### src/hdl/srp_pkg.sv
// Shared types and constants for the shift-reduce expression parser.
// Depends on nothing; srp_front, srp_fifo, srp_back, the top level and the testbench import it.
package srp_pkg;

   localparam int DEPTH_W = 7;
   localparam int QUEUE_DEPTH = 4;
   localparam int QPTR_W = $clog2(QUEUE_DEPTH);

   localparam logic [7:0] SYM_ID   = 8'h49;
   localparam logic [7:0] SYM_E    = 8'h45;
   localparam logic [7:0] SYM_PLUS = 8'h2B;
   localparam logic [7:0] SYM_STAR = 8'h2A;
   localparam logic [7:0] SYM_LPAR = 8'h28;
   localparam logic [7:0] SYM_RPAR = 8'h29;
   localparam logic [7:0] CH_I     = 8'h69;
   localparam logic [7:0] CH_D     = 8'h64;

   localparam logic CMD_CHAR = 1'b0;
   localparam logic CMD_END  = 1'b1;

   // Work for the back end: up to two shifts, then a result.
   typedef struct packed {
      logic       has_a;
      logic [7:0] sym_a;
      logic       has_b;
      logic [7:0] sym_b;
      logic       is_end;
   } srp_op_type;

endpackage

### src/hdl/srp_if.sv
// Valid/ready channel interfaces for the parser's request and response words.
// Depends on nothing.
interface srp_req_if;
   logic       valid;
   logic       ready;
   logic       cmd;
   logic [7:0] ch;
   modport source (output valid, output cmd, output ch, input ready);
   modport sink (input valid, input cmd, input ch, output ready);
endinterface

interface srp_rsp_if;
   logic       valid;
   logic       ready;
   logic [6:0] depth;
   logic       overflow;
   logic       finished;
   logic       accepted;
   modport source (output valid, output depth, output overflow, output finished,
                   output accepted, input ready);
   modport sink (input valid, input depth, input overflow, input finished,
                 input accepted, output ready);
endinterface

### src/hdl/srp_ram.sv
// Generic single-write, single-read RAM with a registered read port.
// Depends on nothing.
module srp_ram #(
   parameter int WIDTH = 8,
   parameter int DEPTH = 64
) (
   input  logic                     clock,
   input  logic                     wr_en,
   input  logic [$clog2(DEPTH)-1:0] wr_addr,
   input  logic [WIDTH-1:0]         wr_data,
   input  logic [$clog2(DEPTH)-1:0] rd_addr,
   output logic [WIDTH-1:0]         rd_data
);

   logic [WIDTH-1:0] mem_ff [DEPTH];

   always_ff @(posedge clock) begin
      if (wr_en) begin
         mem_ff[wr_addr] <= wr_data;
      end
      rd_data <= mem_ff[rd_addr];
   end

endmodule

### src/hdl/srp_front.sv
// Front end: takes request words, pairs 'i' with 'd' and turns each word into shift work.
// Depends on srp_pkg and srp_if.
module srp_front (
   input  logic                clock,
   input  logic                reset,
   srp_req_if.sink             req,
   output logic                op_valid,
   output srp_pkg::srp_op_type op_data,
   input  logic                op_ready
);
   import srp_pkg::*;

   logic pend_ff;
   logic pend_in;
   logic take;

   assign req.ready = op_ready;
   assign take      = req.valid && op_ready;
   assign op_valid  = req.valid;

   always_comb begin
      op_data = '0;
      pend_in = pend_ff;
      if (req.cmd == CMD_END) begin
         op_data.is_end = 1'b1;
         op_data.has_a  = pend_ff;
         op_data.sym_a  = CH_I;
         pend_in        = 1'b0;
      end else if (pend_ff) begin
         op_data.has_a = 1'b1;
         pend_in       = 1'b0;
         if (req.ch == CH_D) begin
            op_data.sym_a = SYM_ID;
         end else begin
            op_data.sym_a = CH_I;
            if (req.ch == CH_I) begin
               pend_in = 1'b1;
            end else begin
               op_data.has_b = 1'b1;
               op_data.sym_b = req.ch;
            end
         end
      end else if (req.ch == CH_I) begin
         // Hold the 'i' until the next byte shows whether it is an id.
         pend_in = 1'b1;
      end else begin
         op_data.has_a = 1'b1;
         op_data.sym_a = req.ch;
      end
   end

   always_ff @(posedge clock) begin
      if (reset) begin
         pend_ff <= 1'b0;
      end else if (take) begin
         pend_ff <= pend_in;
      end
   end

endmodule

### src/hdl/srp_fifo.sv
// Short queue of shift work between the front and back ends.
// Depends on srp_pkg.
module srp_fifo (
   input  logic                clock,
   input  logic                reset,
   input  logic                push_valid,
   input  srp_pkg::srp_op_type push_data,
   output logic                push_ready,
   output logic                pop_valid,
   output srp_pkg::srp_op_type pop_data,
   input  logic                pop
);
   import srp_pkg::*;

   srp_op_type           entry_ff [QUEUE_DEPTH];
   logic [QPTR_W-1:0]    wr_ptr_ff;
   logic [QPTR_W-1:0]    rd_ptr_ff;
   logic [QPTR_W:0]      fill_ff;
   logic                 do_push;
   logic                 do_pop;

   assign push_ready = fill_ff != (QPTR_W + 1)'(QUEUE_DEPTH);
   assign pop_valid  = fill_ff != '0;
   assign pop_data   = entry_ff[rd_ptr_ff];
   assign do_push    = push_valid && push_ready;
   assign do_pop     = pop && pop_valid;

   always_ff @(posedge clock) begin
      if (do_push) begin
         entry_ff[wr_ptr_ff] <= push_data;
      end
   end

   always_ff @(posedge clock) begin
      if (reset) begin
         wr_ptr_ff <= '0;
         rd_ptr_ff <= '0;
         fill_ff   <= '0;
      end else begin
         if (do_push) begin
            wr_ptr_ff <= wr_ptr_ff + QPTR_W'(1);
         end
         if (do_pop) begin
            rd_ptr_ff <= rd_ptr_ff + QPTR_W'(1);
         end
         if (do_push && !do_pop) begin
            fill_ff <= fill_ff + (QPTR_W + 1)'(1);
         end else if (do_pop && !do_push) begin
            fill_ff <= fill_ff - (QPTR_W + 1)'(1);
         end
      end
   end

endmodule

### src/hdl/srp_back.sv
// Back end: stacks symbols, reduces one rule a cycle but for refills, issues response words.
// Depends on srp_pkg, srp_if and srp_ram.
module srp_back #(
   parameter int STACK_DEPTH = 64
) (
   input  logic                clock,
   input  logic                reset,
   input  logic                op_valid,
   input  srp_pkg::srp_op_type op_data,
   output logic                op_pop,
   srp_rsp_if.source           rsp
);
   import srp_pkg::*;

   localparam int AW = $clog2(STACK_DEPTH);
   localparam int CW = $clog2(STACK_DEPTH + 1);

   typedef enum logic [5:0] {
      ST_IDLE   = 6'b000001,
      ST_SHIFT  = 6'b000010,
      ST_REDUCE = 6'b000100,
      ST_FILL_A = 6'b001000,
      ST_FILL_B = 6'b010000,
      ST_DONE   = 6'b100000
   } state_type;

   state_type    state_ff, state_in;
   logic [CW-1:0] count_ff, count_in;
   logic          ovf_ff, ovf_in;
   // The three topmost stack entries are kept in registers as well as in the RAM.
   logic [7:0]    top0_ff, top0_in;
   logic [7:0]    top1_ff, top1_in;
   logic [7:0]    top2_ff, top2_in;
   srp_op_type    op_ff, op_in;

   logic          rsp_valid_ff, rsp_valid_in;
   logic [6:0]    depth_ff, depth_in;
   logic          overflow_ff, overflow_in;
   logic          finished_ff, finished_in;
   logic          accepted_ff, accepted_in;

   logic          ram_we;
   logic [AW-1:0] ram_waddr;
   logic [7:0]    ram_wdata;
   logic [AW-1:0] ram_raddr;
   logic [7:0]    ram_rdata;

   logic          full;
   logic [CW-1:0] cnt_m1, cnt_m3, cnt_m4;
   logic          match_id, match_op, match_par;
   logic          out_free;

   srp_ram #(
      .WIDTH (8),
      .DEPTH (STACK_DEPTH)
   ) u_stack (
      .clock   (clock),
      .wr_en   (ram_we),
      .wr_addr (ram_waddr),
      .wr_data (ram_wdata),
      .rd_addr (ram_raddr),
      .rd_data (ram_rdata)
   );

   assign full      = count_ff == CW'(STACK_DEPTH);
   assign cnt_m1    = count_ff - CW'(1);
   assign cnt_m3    = count_ff - CW'(3);
   assign cnt_m4    = count_ff - CW'(4);
   assign match_id  = (count_ff >= CW'(1)) && (top0_ff == SYM_ID);
   assign match_op  = (count_ff >= CW'(3)) && (top2_ff == SYM_E) && (top0_ff == SYM_E)
                      && ((top1_ff == SYM_PLUS) || (top1_ff == SYM_STAR));
   assign match_par = (count_ff >= CW'(3)) && (top2_ff == SYM_LPAR) && (top1_ff == SYM_E)
                      && (top0_ff == SYM_RPAR);
   assign out_free  = !rsp_valid_ff || rsp.ready;

   always_comb begin
      state_in     = state_ff;
      count_in     = count_ff;
      ovf_in       = ovf_ff;
      top0_in      = top0_ff;
      top1_in      = top1_ff;
      top2_in      = top2_ff;
      op_in        = op_ff;
      rsp_valid_in = rsp_valid_ff && !rsp.ready;
      depth_in     = depth_ff;
      overflow_in  = overflow_ff;
      finished_in  = finished_ff;
      accepted_in  = accepted_ff;
      ram_we       = 1'b0;
      ram_waddr    = '0;
      ram_wdata    = '0;
      ram_raddr    = '0;
      op_pop       = 1'b0;
      case (state_ff)
         ST_IDLE: begin
            if (op_valid) begin
               op_pop   = 1'b1;
               op_in    = op_data;
               state_in = ST_SHIFT;
            end
         end
         ST_SHIFT: begin
            if (op_ff.has_a) begin
               if (!full) begin
                  ram_we    = 1'b1;
                  ram_waddr = count_ff[AW-1:0];
                  ram_wdata = op_ff.sym_a;
                  top0_in   = op_ff.sym_a;
                  top1_in   = top0_ff;
                  top2_in   = top1_ff;
                  count_in  = count_ff + CW'(1);
               end else begin
                  // The symbol is dropped, but reductions are still tried.
                  ovf_in = 1'b1;
               end
               op_in.has_a = op_ff.has_b;
               op_in.sym_a = op_ff.sym_b;
               op_in.has_b = 1'b0;
               state_in    = ST_REDUCE;
            end else begin
               state_in = ST_DONE;
            end
         end
         ST_REDUCE: begin
            if (match_id) begin
               top0_in   = SYM_E;
               ram_we    = 1'b1;
               ram_waddr = cnt_m1[AW-1:0];
               ram_wdata = SYM_E;
            end else if (match_op || match_par) begin
               count_in  = count_ff - CW'(2);
               top0_in   = SYM_E;
               ram_we    = 1'b1;
               ram_waddr = cnt_m3[AW-1:0];
               ram_wdata = SYM_E;
               // Refill the two cached entries below the new top from the RAM.
               ram_raddr = cnt_m4[AW-1:0];
               if (count_ff >= CW'(4)) begin
                  state_in = ST_FILL_A;
               end
            end else begin
               state_in = ST_SHIFT;
            end
         end
         ST_FILL_A: begin
            top1_in   = ram_rdata;
            ram_raddr = cnt_m3[AW-1:0];
            if (count_ff >= CW'(3)) begin
               state_in = ST_FILL_B;
            end else begin
               state_in = ST_REDUCE;
            end
         end
         ST_FILL_B: begin
            top2_in  = ram_rdata;
            state_in = ST_REDUCE;
         end
         ST_DONE: begin
            if (out_free) begin
               rsp_valid_in = 1'b1;
               depth_in     = 7'(count_ff);
               overflow_in  = ovf_ff;
               finished_in  = op_ff.is_end;
               accepted_in  = op_ff.is_end && (count_ff == CW'(1)) && (top0_ff == SYM_E)
                              && !ovf_ff;
               if (op_ff.is_end) begin
                  count_in = '0;
                  ovf_in   = 1'b0;
               end
               state_in = ST_IDLE;
            end
         end
         default: begin
            state_in = ST_IDLE;
         end
      endcase
   end

   always_ff @(posedge clock) begin
      if (reset) begin
         state_ff     <= ST_IDLE;
         count_ff     <= '0;
         ovf_ff       <= 1'b0;
         rsp_valid_ff <= 1'b0;
      end else begin
         state_ff     <= state_in;
         count_ff     <= count_in;
         ovf_ff       <= ovf_in;
         rsp_valid_ff <= rsp_valid_in;
      end
   end

   always_ff @(posedge clock) begin
      top0_ff     <= top0_in;
      top1_ff     <= top1_in;
      top2_ff     <= top2_in;
      op_ff       <= op_in;
      depth_ff    <= depth_in;
      overflow_ff <= overflow_in;
      finished_ff <= finished_in;
      accepted_ff <= accepted_in;
   end

   assign rsp.valid    = rsp_valid_ff;
   assign rsp.depth    = depth_ff;
   assign rsp.overflow = overflow_ff;
   assign rsp.finished = finished_ff;
   assign rsp.accepted = accepted_ff;

endmodule

### src/hdl/shift_reduce_expression_parser_unit.sv
// Shift-reduce parser for E -> E+E | E*E | (E) | id, fed one byte per request word; every
// request word gives exactly one response word. The front end pairs 'i' with 'd' and queues
// up to four words of shift work, so requests are taken while the back end is busy. The back
// end is a sequencer over a stack RAM whose top three entries are cached in registers: it
// takes a word from the queue, shifts each of its symbols and tries reductions after each
// shift, refills the cache from the RAM when a three-symbol reduction needs it, and then
// issues the response word. The stack RAM needs no clearing pass after reset.
module shift_reduce_expression_parser_unit #(
   parameter int STACK_DEPTH = 64
) (
   input  logic       clock,
   input  logic       reset,
   srp_req_if.sink    req_chan,
   srp_rsp_if.source  rsp_chan
);
   import srp_pkg::*;

   logic       fr_valid;
   srp_op_type fr_data;
   logic       fr_ready;
   logic       q_valid;
   srp_op_type q_data;
   logic       q_pop;

   srp_front u_front (
      .clock    (clock),
      .reset    (reset),
      .req      (req_chan),
      .op_valid (fr_valid),
      .op_data  (fr_data),
      .op_ready (fr_ready)
   );

   srp_fifo u_queue (
      .clock      (clock),
      .reset      (reset),
      .push_valid (fr_valid),
      .push_data  (fr_data),
      .push_ready (fr_ready),
      .pop_valid  (q_valid),
      .pop_data   (q_data),
      .pop        (q_pop)
   );

   srp_back #(
      .STACK_DEPTH (STACK_DEPTH)
   ) u_back (
      .clock    (clock),
      .reset    (reset),
      .op_valid (q_valid),
      .op_data  (q_data),
      .op_pop   (q_pop),
      .rsp      (rsp_chan)
   );

endmodule

### src/flat_wrapper.sv
// flat-port wrapper written by rule: the top's interface ports become plain ports
module shift_reduce_expression_parser_unit_flat import srp_pkg::*;
#(
   parameter int STACK_DEPTH = 64
)
  (clock, reset, req_chan_valid, req_chan_cmd, req_chan_ch, req_chan_ready, rsp_chan_valid, rsp_chan_depth, rsp_chan_overflow, rsp_chan_finished, rsp_chan_accepted, rsp_chan_ready);
  srp_req_if req_chan_i ();
  srp_rsp_if rsp_chan_i ();
  input  logic clock;
  input  logic reset;
  input wire logic [$bits(req_chan_i.valid)-1:0] req_chan_valid;
  input wire logic [$bits(req_chan_i.cmd)-1:0] req_chan_cmd;
  input wire logic [$bits(req_chan_i.ch)-1:0] req_chan_ch;
  output wire logic [$bits(req_chan_i.ready)-1:0] req_chan_ready;
  output wire logic [$bits(rsp_chan_i.valid)-1:0] rsp_chan_valid;
  output wire logic [$bits(rsp_chan_i.depth)-1:0] rsp_chan_depth;
  output wire logic [$bits(rsp_chan_i.overflow)-1:0] rsp_chan_overflow;
  output wire logic [$bits(rsp_chan_i.finished)-1:0] rsp_chan_finished;
  output wire logic [$bits(rsp_chan_i.accepted)-1:0] rsp_chan_accepted;
  input wire logic [$bits(rsp_chan_i.ready)-1:0] rsp_chan_ready;
  assign req_chan_i.valid = req_chan_valid;
  assign req_chan_i.cmd = req_chan_cmd;
  assign req_chan_i.ch = req_chan_ch;
  assign req_chan_ready = req_chan_i.ready;
  assign rsp_chan_valid = rsp_chan_i.valid;
  assign rsp_chan_depth = rsp_chan_i.depth;
  assign rsp_chan_overflow = rsp_chan_i.overflow;
  assign rsp_chan_finished = rsp_chan_i.finished;
  assign rsp_chan_accepted = rsp_chan_i.accepted;
  assign rsp_chan_i.ready = rsp_chan_ready;
  shift_reduce_expression_parser_unit #(.STACK_DEPTH(STACK_DEPTH)) u_core (.clock(clock), .reset(reset), .req_chan(req_chan_i), .rsp_chan(rsp_chan_i));
endmodule
### config.mk
export PLATFORM = sky130hd
export DESIGN_NAME = shift_reduce_expression_parser_unit_flat
export DESIGN_NICKNAME = d
export VERILOG_FILES = /design/src/hdl/srp_pkg.sv /design/src/hdl/srp_if.sv /design/src/hdl/srp_ram.sv /design/src/hdl/srp_front.sv /design/src/hdl/srp_fifo.sv /design/src/hdl/srp_back.sv /design/src/hdl/shift_reduce_expression_parser_unit.sv /design/src/flat_wrapper.sv
export SDC_FILE = /design/constraint.sdc
export NUM_CORES = 1
export LEC_CHECK = 0
export ABC_AREA = 0
export ABC_CLOCK_PERIOD_IN_PS = 5250
export BUFFER_PORTS_ARGS = -buffer_cell sky130_fd_sc_hd__buf_2
export CAP_MARGIN = 30
export CORE_MARGIN = 8
export CORE_UTILIZATION = 50
export CTS_CLUSTER_DIAMETER = 60
export DETAILED_ROUTE_END_ITERATION = 12
export PLACE_DENSITY = 0.76
export SLEW_MARGIN = 10
export SYNTH_ARGS = -nofsm -noshare
export SYNTH_HDL_FRONTEND = slang
export SYNTH_SLANG_ARGS = --single-unit
### constraint.sdc
create_clock -name clock -period 5.25 [get_ports clock]
set_input_delay 1.05 -clock clock [delete_from_list [all_inputs] [get_ports clock]]
set_output_delay 1.05 -clock clock [all_outputs]
set_load 0.1 [all_outputs]
==> results of run 1 <==
[metal layers]
layer,up-vias,routed length (um),part of all wire [%]
met3,193,5720,8.6
met1,8595,26200,39
met2,918,32100,48
li1,7676,-,-
met5,-,0,0
met4,0,2800,4.2
[cells by family (layout without fill, tap and decap cells)]
group                    after synthesis  after routing  synth area share (%)
flip-flops                           674            674                  72.0
XOR/XNOR                              10             10                 0.317
other                                  0              1                     0
multiplexers                          94             94                  4.30
buffers and inverters                126            212                  2.02
AND/OR/NAND/NOR                      858            858                  13.8
AO/OA/AOI/OAI                        229            229                  6.70
adder cells (fa/ha/maj)               18             18                 0.842
[worst reg2reg max path: stages (launching register included)]
cell	delay [ps]
dfxtp_1	570
inv_1	250
ha_1	300
a21boi_1	210
a311oi_4	630
a21oi_1	300
nor2_2	330
nor2_1	100
a2111oi_0	540
nand2_1	660
nor2_1	740
[registers in the layout, indices dropped and copies added (netlist names), 7 cells and up, named ones only]
signal and cells:
u_core.u_back.u_stack.mem_ff 512, u_core.u_queue.entry_ff 76, u_core.u_back.op_ff 19, u_core.u_back.top0_ff 8
u_core.u_back.top1_ff 8, u_core.u_back.top2_ff 8, u_core.u_back.u_stack.rd_data 8, u_core.u_back.count_ff 7
u_core.u_back.rsp.depth 7
[worst paths after layout]
| kind | from | cells past startpoint | slack [ps] | to |
|---|---|---|---|---|
| hold reg to reg | u_core.u_back.ovf_ff$_SDFFE_PP0P_ | 0 | 520 | u_core.u_back.rsp.overflow$_DFFE_PP_ |
| setup reg to reg | u_core.u_back.count_ff[1]$_SDFFE_PP0P_ | 10 | 250 | u_core.u_back.u_stack.mem_ff[1][1]$_DFFE_PP_ |
| hold / removal | u_core.u_back.ovf_ff$_SDFFE_PP0P_ | 0 | 520 | u_core.u_back.rsp.overflow$_DFFE_PP_ |
| setup / recovery | u_core.u_back.count_ff[1]$_SDFFE_PP0P_ | 10 | 250 | u_core.u_back.u_stack.mem_ff[1][1]$_DFFE_PP_ |
[placed cells by master (no fill, tap or decap), drive strengths merged, types with 30 or more instances in the layout]
cell | synthesis | layout
dfxtp | 33 | 33
nand4 | 30 | 30
o2111ai | 30 | 30
edfxtp | 641 | 641
a32oi | 49 | 49
buf | 62 | 75
nand2 | 411 | 411
nor2 | 186 | 186
nand3 | 115 | 115
mux2i | 67 | 67
clkbuf | 49 | 93
[power by group through the flow]
stage	Combinational [uW]	Sequential (uW)	Clock, uW
after floorplan	551	6300	0
after global placement	739	6340	0
after detailed placement	756	6350	0
after CTS	762	6240	4860
after global routing	859	6240	5070
final	799	6230	4810
[area by class of cell]
type / count / share of cell area, %
antenna: 1 / 0.00810
clock inverter: 29 / 1.03
sequential: 674 / 64.4
timing repair buffer: 75 / 1.99
multi-input combinational: 1209 / 23.4
inverter: 15 / 0.182
tap: 704 / 2.85
clock buffer: 93 / 6.12
[per-stage QoR]
stage / hold slack [ps] / total power (uW) / setup WS [ps] / setup TNS, ps
after global routing: 522 / 12200 / -34.2 / -502
after floorplan: 403 / 6850 / 1690 / 0
after detailed placement: 494 / 7110 / 526 / 0
after CTS: 508 / 11900 / 445 / 0
after global placement: 476 / 7080 / 524 / 0
final: 518 / 11800 / 253 / 0
==> out/metrics.yaml, run 1 <==
yosys.area.top_type: "edfxtp_1"
yosysSeqAreaShare_pct: 72.0
fin_crit_sh_pct: 95.2
rows: 86
synthTopCellsByArea: "edfxtp_1, nand2_1, nor2_1, mux2i_1, dfxtp_1"
cts_setup_buffers: 0
cts_root_buffer: "clkbuf_16"
core_area_sq_um: 54900
final_util_pct: 56.3
pwr_density_cell_nw_per_um2: 383
gp_congestion: 0.929
use_met2_pct: 34.0
drcViolationCount: 0
grt_pass1_wl_um: 101000
synth_top_flop_cell: "edfxtp_1"
synthArstFlopShare_pct: 0
placed_area_sq_um: 28600
period_needed_ps: 5000
crit_path_end_kind: "flop"
place_inst: 2672
wl_per_cell_um: 23.8
path_cells: "inv_1, ha_1, a21boi_1, a311oi_4, a21oi_1, nor2_2, nor2_1, a2111oi_0, nand2_1, nor2_1"
grt.busiest_layer: "met2"
yosys-top-cells-count: "edfxtp_1, nand2_1, nor2_1, nand3_1, mux2i_1"
h-tree-depth: 3
fin_cells: 2800
switching_share_pct: 21.8
hold_buffers: 0
worst_slew_pin_slew_ps: 944
track_usage_pct: 20.8
drtPass1Iterations: 6
rsz0062_at_grt: "true"
dr.first_iter.drc_count: 2260
critical_path.max_fanout: 10
synth.distinct_cells: 84
path_clk_slew_ps: 60
clock_sinks: 674
overflow: 0
syn_inst: 2009
clk_latency_ps: 600
drive_above_1_share_pct: 10.5
register_area_sq_um: 19900
pwr-share-comb_pct: 6.8
boundaryPins: 25
grt_pass1_vias: 17000
final_antenna_net_count: 0
synth-edff-count: 641
syn_area_per_cell_sq_um: 13.8
synth_top_area_share_pct: 69.6
drv_cap: 0
finalInstanceArea_sq_um: 30900
synth-seq-cells: 674
die_w_um: 251
die_height_um: 251
clockBufferDepth: 3
grt.met1_usage_pct: 27.0
leakage_uw: 0.0104
port_buffers: 24
place_hpwl_um: 41300
cp_top_family: "simple AND/OR/NAND/NOR gates"
numCtsBuffers: 69
yosysWarnings: 0
cts_resized: 0
worst_path_largest_cell_delay_ps: 740
p_int_uw: 9260
grt_start_max_net_pins: 77
hp-class: "reg -> reg"
vias: 17400
slowest_stage: "nor2_1"
drv_slew: 0
multi_input_area_sq_um: 7220
critPathKind: "reg -> reg"
clockPowerShare_pct: 40.6
status: "complete, no violations"
worst_ep_arrival_time_ps: 5210
max_slew_margin_pct: 37.1
grt_antenna_before_repair: 0
fin_nets: 2075
nFillCells: 4219
cts_tree: "yes"
power_frac_seq_pct: 52.6
cp_data_required_time_ps: 5470
start_util_pct: 50.4
fin_skew_ps: 23.7
ir_drop_mv: 0.270
synth_most_common_cell: "edfxtp_1"
fmax_mhz: 200
start_kind: "flop"
final_hold_viol_count: 0
setup_viol: 0
crit_path_frequent_cell: "nor2_1"
netlist_area_sq_um: 27600
dieArea_sq_um: 63100
power_switching_uw: 2580
met3_usage_pct: 4.50
vias_per_cell: 6.21
cp.buffers_inverters: 1
syn-num-nets: 2040
routed_wirelength_um: 66700
area_growth_pct: 11.8
Power figures use the tool's default switching activity.
==> run 2, diff against run 1 <==
--- a/config.mk
+++ b/config.mk
@@ -5,7 +5,7 @@
 export SDC_FILE = /design/constraint.sdc
 export NUM_CORES = 1
 export LEC_CHECK = 0
-export ABC_AREA = 0
+export ABC_AREA = 1
 export ABC_CLOCK_PERIOD_IN_PS = 5250
 export BUFFER_PORTS_ARGS = -buffer_cell sky130_fd_sc_hd__buf_2
 export CAP_MARGIN = 30
==> run 2 against run 1 <==
Net effect:
- sequential share of layout area fell by 4.9 points
- flip-flop and latch count did not move
- sequential power rose by 2%
- critical path type unchanged
- largest cell class unchanged
- worst setup slack improved by 770 ps
==> out/metrics.yaml, run 2 <==
cp_data_required_time_ps: 5480
fin_tns_setup_ps: 0
port_buffers: 24
min_path_cells: 2
synth-seq-cells: 674
syn_inst: 2826
netlist_area_sq_um: 30200
cts_tree: "yes"
yosys.area.top_type: "edfxtp_1"
drv_slew: 0
fin_cells: 3646
cts_setup_buffers: 0
yosysSeqAreaShare_pct: 66.0
final_antenna_net_count: 0
grt_pass1_vias: 20500
area_growth_pct: 10.7
place_inst: 3522
fin_skew_ps: 33.3
drcViolationCount: 0
synthArstFlopShare_pct: 0
ir_drop_mv: 0.211
drive_above_1_share_pct: 7.30
top_register: "u_core.u_back.u_stack.mem_ff"
final_cell_mix: "edfxtp_1, nand3_1, nand2_1, inv_1, nor2_1"
setup_viol: 0
die_w_um: 262
cts_root_buffer: "clkbuf_16"
synth_top_flop_cell: "edfxtp_1"
nFillCells: 4835
grt_pass1_wl_um: 114000
clock_sinks: 674
rsz0062_at_grt: "false"
final_hold_viol_count: 0
wl_per_cell_um: 20.1
hold_buffers: 0
synth_most_common_cell: "edfxtp_1"
final_common_cell: "edfxtp_1"
yosysWarnings: 0
critPathKind: "reg -> reg"
synthTopCellsByArea: "edfxtp_1, nand3_1, nand2_1, inv_1, nand3b_1"
start_util_pct: 50.3
path_clk_slew_ps: 60
dr.first_iter.drc_count: 2540
worst_ep_arrival_time_ps: 4470
numCtsBuffers: 68
die_height_um: 262
critical_path.max_fanout: 12
boundaryPins: 25
grt_start_max_net_pins: 257
pwr_density_cell_nw_per_um2: 378
h-tree-depth: 3
insertedDiodeCount: 0
max_slew_margin_pct: 22.1
vias: 21100
start_kind: "flop"
clockBufferDepth: 3
fin_nets: 2841
synth_top_area_share_pct: 63.8
status: "complete, no violations"
place_hpwl_um: 43700
vias_per_cell: 5.77
cts_resized: 0
post-place-ws_ps: 1080
synth.distinct_cells: 49
largest_reg_flops: 512
synth-edff-count: 641
power_uw: 12600
overflow: 0
worst_slew_pin_slew_ps: 1170
top_regs: "u_core.u_back.u_stack.mem_ff x512, u_core.u_queue.entry_ff x76, u_core.u_back.op_ff x19"
yosys-top-cells-count: "edfxtp_1, nand3_1, nand2_1, inv_1, nor2_1"
dieArea_sq_um: 68500
grt_antenna_before_repair: 0
clk_latency_ps: 620
final_util_pct: 55.7
syn-num-nets: 2857
setup_ws_ps: 1020
rows: 90
period_needed_ps: 4230
core_area_sq_um: 60000
drv_cap: 0
crit_path_end_kind: "flop"
fin_crit_sh_pct: 80.6
fmax_mhz: 236
rr_worst_depth: 13
leakage_uw: 0.0134
track_usage_pct: 21.4
drtPass1Iterations: 6
gp_congestion: 0.922
syn_area_per_cell_sq_um: 10.7
routed_wirelength_um: 73400
hp-class: "reg -> reg"
[run 2: final timing paths]
path,slack [ps],end,startpoint
min reg2reg,460,flop,u_core.u_queue.rd_ptr_ff[1]$_SDFFE_PP0P_
max reg2reg,1020,u_core.u_back.u_stack.mem_ff[45][1]$_DFFE_PP_,u_core.u_back.count_ff[2]$_SDFFE_PP0P_
min,460,flop,u_core.u_queue.rd_ptr_ff[1]$_SDFFE_PP0P_
max,1020,u_core.u_back.u_stack.mem_ff[45][1]$_DFFE_PP_,u_core.u_back.count_ff[2]$_SDFFE_PP0P_
[run 2: routing by layer]
layer,vias to the layer above,routed length [um],track usage [%]
met5,-,0,0
met4,0,3070,9.64
met3,205,5860,3.12
met2,1064,35700,35.9
met1,10100,28700,27.5
li1,9645,-,-
[run 2: cell type report]
class	instances	area (sq um)	area share, %
timing repair buffer	68	618	1.85
sequential	674	19900	59.6
inverter	372	1400	4.18
clock inverter	40	440	1.32
multi-input combinational	1626	8230	24.6
tap	782	978	2.93
clock buffer	84	1850	5.52
[run 2: worst max-delay path: stages, from the launching register on]
cell	delay [ps]
dfxtp_1	510
clkinv_1	410
ha_1	340
a21oi_1	270
nand3_2	210
nand2_1	130
nor2_2	60
inv_1	60
nand2_1	100
inv_2	180
o22ai_2	110
nor2_1	180
nand2_1	540
nor2_1	770
[run 2: logic make-up after synthesis]
| kind of cell | count (synthesis) | synth area share, % |
|---|---|---|
| AOI/OAI and AO/OA | 159 | 3.07 |
| buffers and inverters | 526 | 7.20 |
| and+or+nand+nor | 1439 | 22.7 |
| xor gates and xnor gates | 10 | 0.290 |
| DFF | 674 | 66.0 |
| adders and majority gates | 18 | 0.771 |
[run 2: through the flow]
step / instance area, sq um / hold slack [ps]
detailed placement: 31100 / 468
global placement: 31000 / 453
floorplan: 30200 / 403
global route: 33400 / 513
CTS: 33400 / 468
finish: 33400 / 465
[run 2: power by group]
part	total (uW)	switching, uW	internal (uW)	leakage [uW]
logic	1320	958	366	0.00588
clock network	4950	2030	2920	0.00111
registers	6340	136	6210	0.00641
total	12600	3130	9490	0.0134
==> run 3, diff against run 2 <==
--- a/config.mk
+++ b/config.mk
@@ -6,7 +6,7 @@
 export NUM_CORES = 1
 export LEC_CHECK = 0
 export ABC_AREA = 1
-export ABC_CLOCK_PERIOD_IN_PS = 5250
+export ABC_CLOCK_PERIOD_IN_PS = 4050
 export BUFFER_PORTS_ARGS = -buffer_cell sky130_fd_sc_hd__buf_2
 export CAP_MARGIN = 30
 export CORE_MARGIN = 8
==> constraint.sdc (replaced) <==
create_clock -name clock -period 4.05 [get_ports clock]
set_input_delay 0.81 -clock clock [delete_from_list [all_inputs] [get_ports clock]]
set_output_delay 0.81 -clock clock [all_outputs]
set_load 0.1 [all_outputs]
==> run 3 against run 2 <==
Net effect:
- cell count is 2.2% higher
- first-iteration DRC count increased by 0.24%
- utilization up 0.98 points
- sequential share of layout area shrank 1.0 points
- register-to-register slack got worse by 560 ps
- clock power is 23% higher
- fmax grew 18%
- critical endpoint is now u_core.u_back.u_stack.mem_ff[0][1]$_DFFE_PP_
==> out/metrics.yaml, run 3 (synthesized netlist as in run 2, its figures left out) <==
grt_pass1_wl_um: 115000
rrSetupSlack_ps: 460
numCtsBuffers: 70
vias: 21200
place_hpwl_um: 44000
cts_tree: "yes"
crit_path_end_kind: "flop"
top_regs: "u_core.u_back.u_stack.mem_ff x512, u_core.u_queue.entry_ff x76, u_core.u_back.op_ff x19"
fin_tns_setup_ps: 0
cts_resized: 0
leakage_uw: 0.0138
crit_path_frequent_cell: "nand2_1"
drv_slew: 0
final_hold_viol_count: 0
dr.first_iter.drc_count: 2546
port_buffers: 24
rsz0062_at_grt: "false"
wl_per_cell_um: 19.9
path_cells: "clkinv_1, buf_4, ha_1, nand2_1, nand3_2, nand2_1, nor2_2, inv_1, nand2_1, o21ai_1, inv_1, nor2_1, nand2_1, nor2_1, buf_4"
setup_viol: 0
worst_slew_pin_slew_ps: 862
insertedDiodeCount: 0
overflow: 0
dieArea_sq_um: 68500
core_area_sq_um: 60000
final_cell_mix: "edfxtp_1, nand3_1, nand2_1, inv_1, nor2_1"
grt_start_max_net_pins: 131
critPathKind: "reg -> reg"
cp_data_required_time_ps: 4370
start_kind: "flop"
max_slew_margin_pct: 42.5
worst_path_largest_cell_delay_ps: 410
worst_hold_path.endpoint: "u_core.u_back.rsp.overflow$_DFFE_PP_"
worst_ep_arrival_time_ps: 3910
reg2reg_from: "u_core.u_back.count_ff[2]$_SDFFE_PP0P_"
vias_per_cell: 5.69
start_util_pct: 50.3
path_clk_slew_ps: 60
status: "complete, no violations"
final_common_cell: "edfxtp_1"
clk_latency_ps: 620
cts_setup_buffers: 0
rr_worst_depth: 15
rows: 90
drive_above_1_share_pct: 9.44
fin_skew_ps: 34.2
fin_nets: 2920
drv_cap: 0
hp-start: "u_core.u_back.ovf_ff$_SDFFE_PP0P_"
critical_path.max_fanout: 8
boundaryPins: 25
ir_drop_mv: 0.259
clock_sinks: 674
clockBufferDepth: 3
grt_antenna_before_repair: 0
largest_reg_flops: 512
final_util_pct: 56.7
cts_root_buffer: "clkbuf_16"
r2r_end: "u_core.u_back.u_stack.mem_ff[0][1]$_DFFE_PP_"
track_usage_pct: 21.5
routed_wirelength_um: 74000
drtPass1Iterations: 6
hold_buffers: 0
area_growth_pct: 12.7
slowest_stage: "o21ai_1"
final_antenna_net_count: 0
fin_crit_sh_pct: 88.7
drcViolationCount: 0
pwr_density_cell_nw_per_um2: 473
die_w_um: 262
h-tree-depth: 3
hp-class: "reg -> reg"
period_needed_ps: 3590
fmax_mhz: 278
grt_pass1_vias: 20900
min_path_cells: 0
die_height_um: 262
gp_congestion: 0.926
top_register: "u_core.u_back.u_stack.mem_ff"
-- run 3: final cells by class --
class                   instances  area [sq um]
clock buffers                  89          1910
flip-flops and latches        674         19900
multi-input cells            1626          8230
repair buffers                145          1310
inverters                     372          1400
fillers                      4823         26000
well taps                     782           978
clock inverters                38           272
-- run 3: worst max-delay path by stage --
stage | cells after the start | end | slack, ps | from
finish | 15 | u_core.u_back.u_stack.mem_ff[0][1]$_DFFE_PP_ | 460 | u_core.u_back.count_ff[2]$_SDFFE_PP0P_
global route | 15 | u_core.u_back.u_stack.mem_ff[8][7]$_DFFE_PP_ | 240 | u_core.u_back.count_ff[2]$_SDFFE_PP0P_
CTS | 15 | u_core.u_back.u_stack.mem_ff[0][5]$_DFFE_PP_ | 490 | u_core.u_back.count_ff[2]$_SDFFE_PP0P_
detailed placement | 15 | u_core.u_back.u_stack.mem_ff[0][2]$_DFFE_PP_ | 500 | u_core.u_back.count_ff[2]$_SDFFE_PP0P_
global placement | 14 | u_core.u_back.u_stack.mem_ff[16][7]$_DFFE_PP_ | 710 | u_core.u_back.count_ff[2]$_SDFFE_PP0P_
floorplan | 6 | u_core.u_back.u_stack.mem_ff[0][0]$_DFFE_PP_ | -720 | u_core.u_back.count_ff[2]$_SDFFE_PP0P_
-- run 3: per-stage QoR --
step	setup slack, ps	total power, uW	instance area, sq um	hold WS, ps	std cells
global placement	709	9990	31800	450	3597
detailed placement	505	10100	31800	471	3598
floorplan	-717	9410	30200	403	2826
finish	459	16100	34000	484	3726
global route	237	16600	34000	480	3726
CTS	486	16100	34000	452	3725
-- run 3: report_power, final --
| part | leakage, uW | internal [uW] | switching (uW) | total (uW) |
|---|---|---|---|---|
| sequential | 0.00641 | 8050 | 172 | 8220 |
| combinational | 0.00631 | 496 | 1250 | 1740 |
| clock | 0.00107 | 3480 | 2630 | 6110 |
-- run 3: metal layers --
layer | up-vias | routed length (um) | GRT usage, % | part of all wire (%)
li1 | 9800 | - | - | -
met1 | 10200 | 29000 | 28.2 | 39
met2 | 981 | 35900 | 35.5 | 48
met3 | 172 | 6250 | 3.43 | 8.4
met4 | 0 | 2840 | 9.33 | 3.8
met5 | - | 0 | 0 | 0
-- run 3: critical path, delay by kind of cell, from the launching register on --
| family | cells | cell delay (ps) |
|---|---|---|
| compound gates | 1 | 410 |
| fa+ha+maj | 1 | 260 |
| buf+inv | 5 | 860 |
| flops | 1 | 330 |
| simple gates | 8 | 1430 |
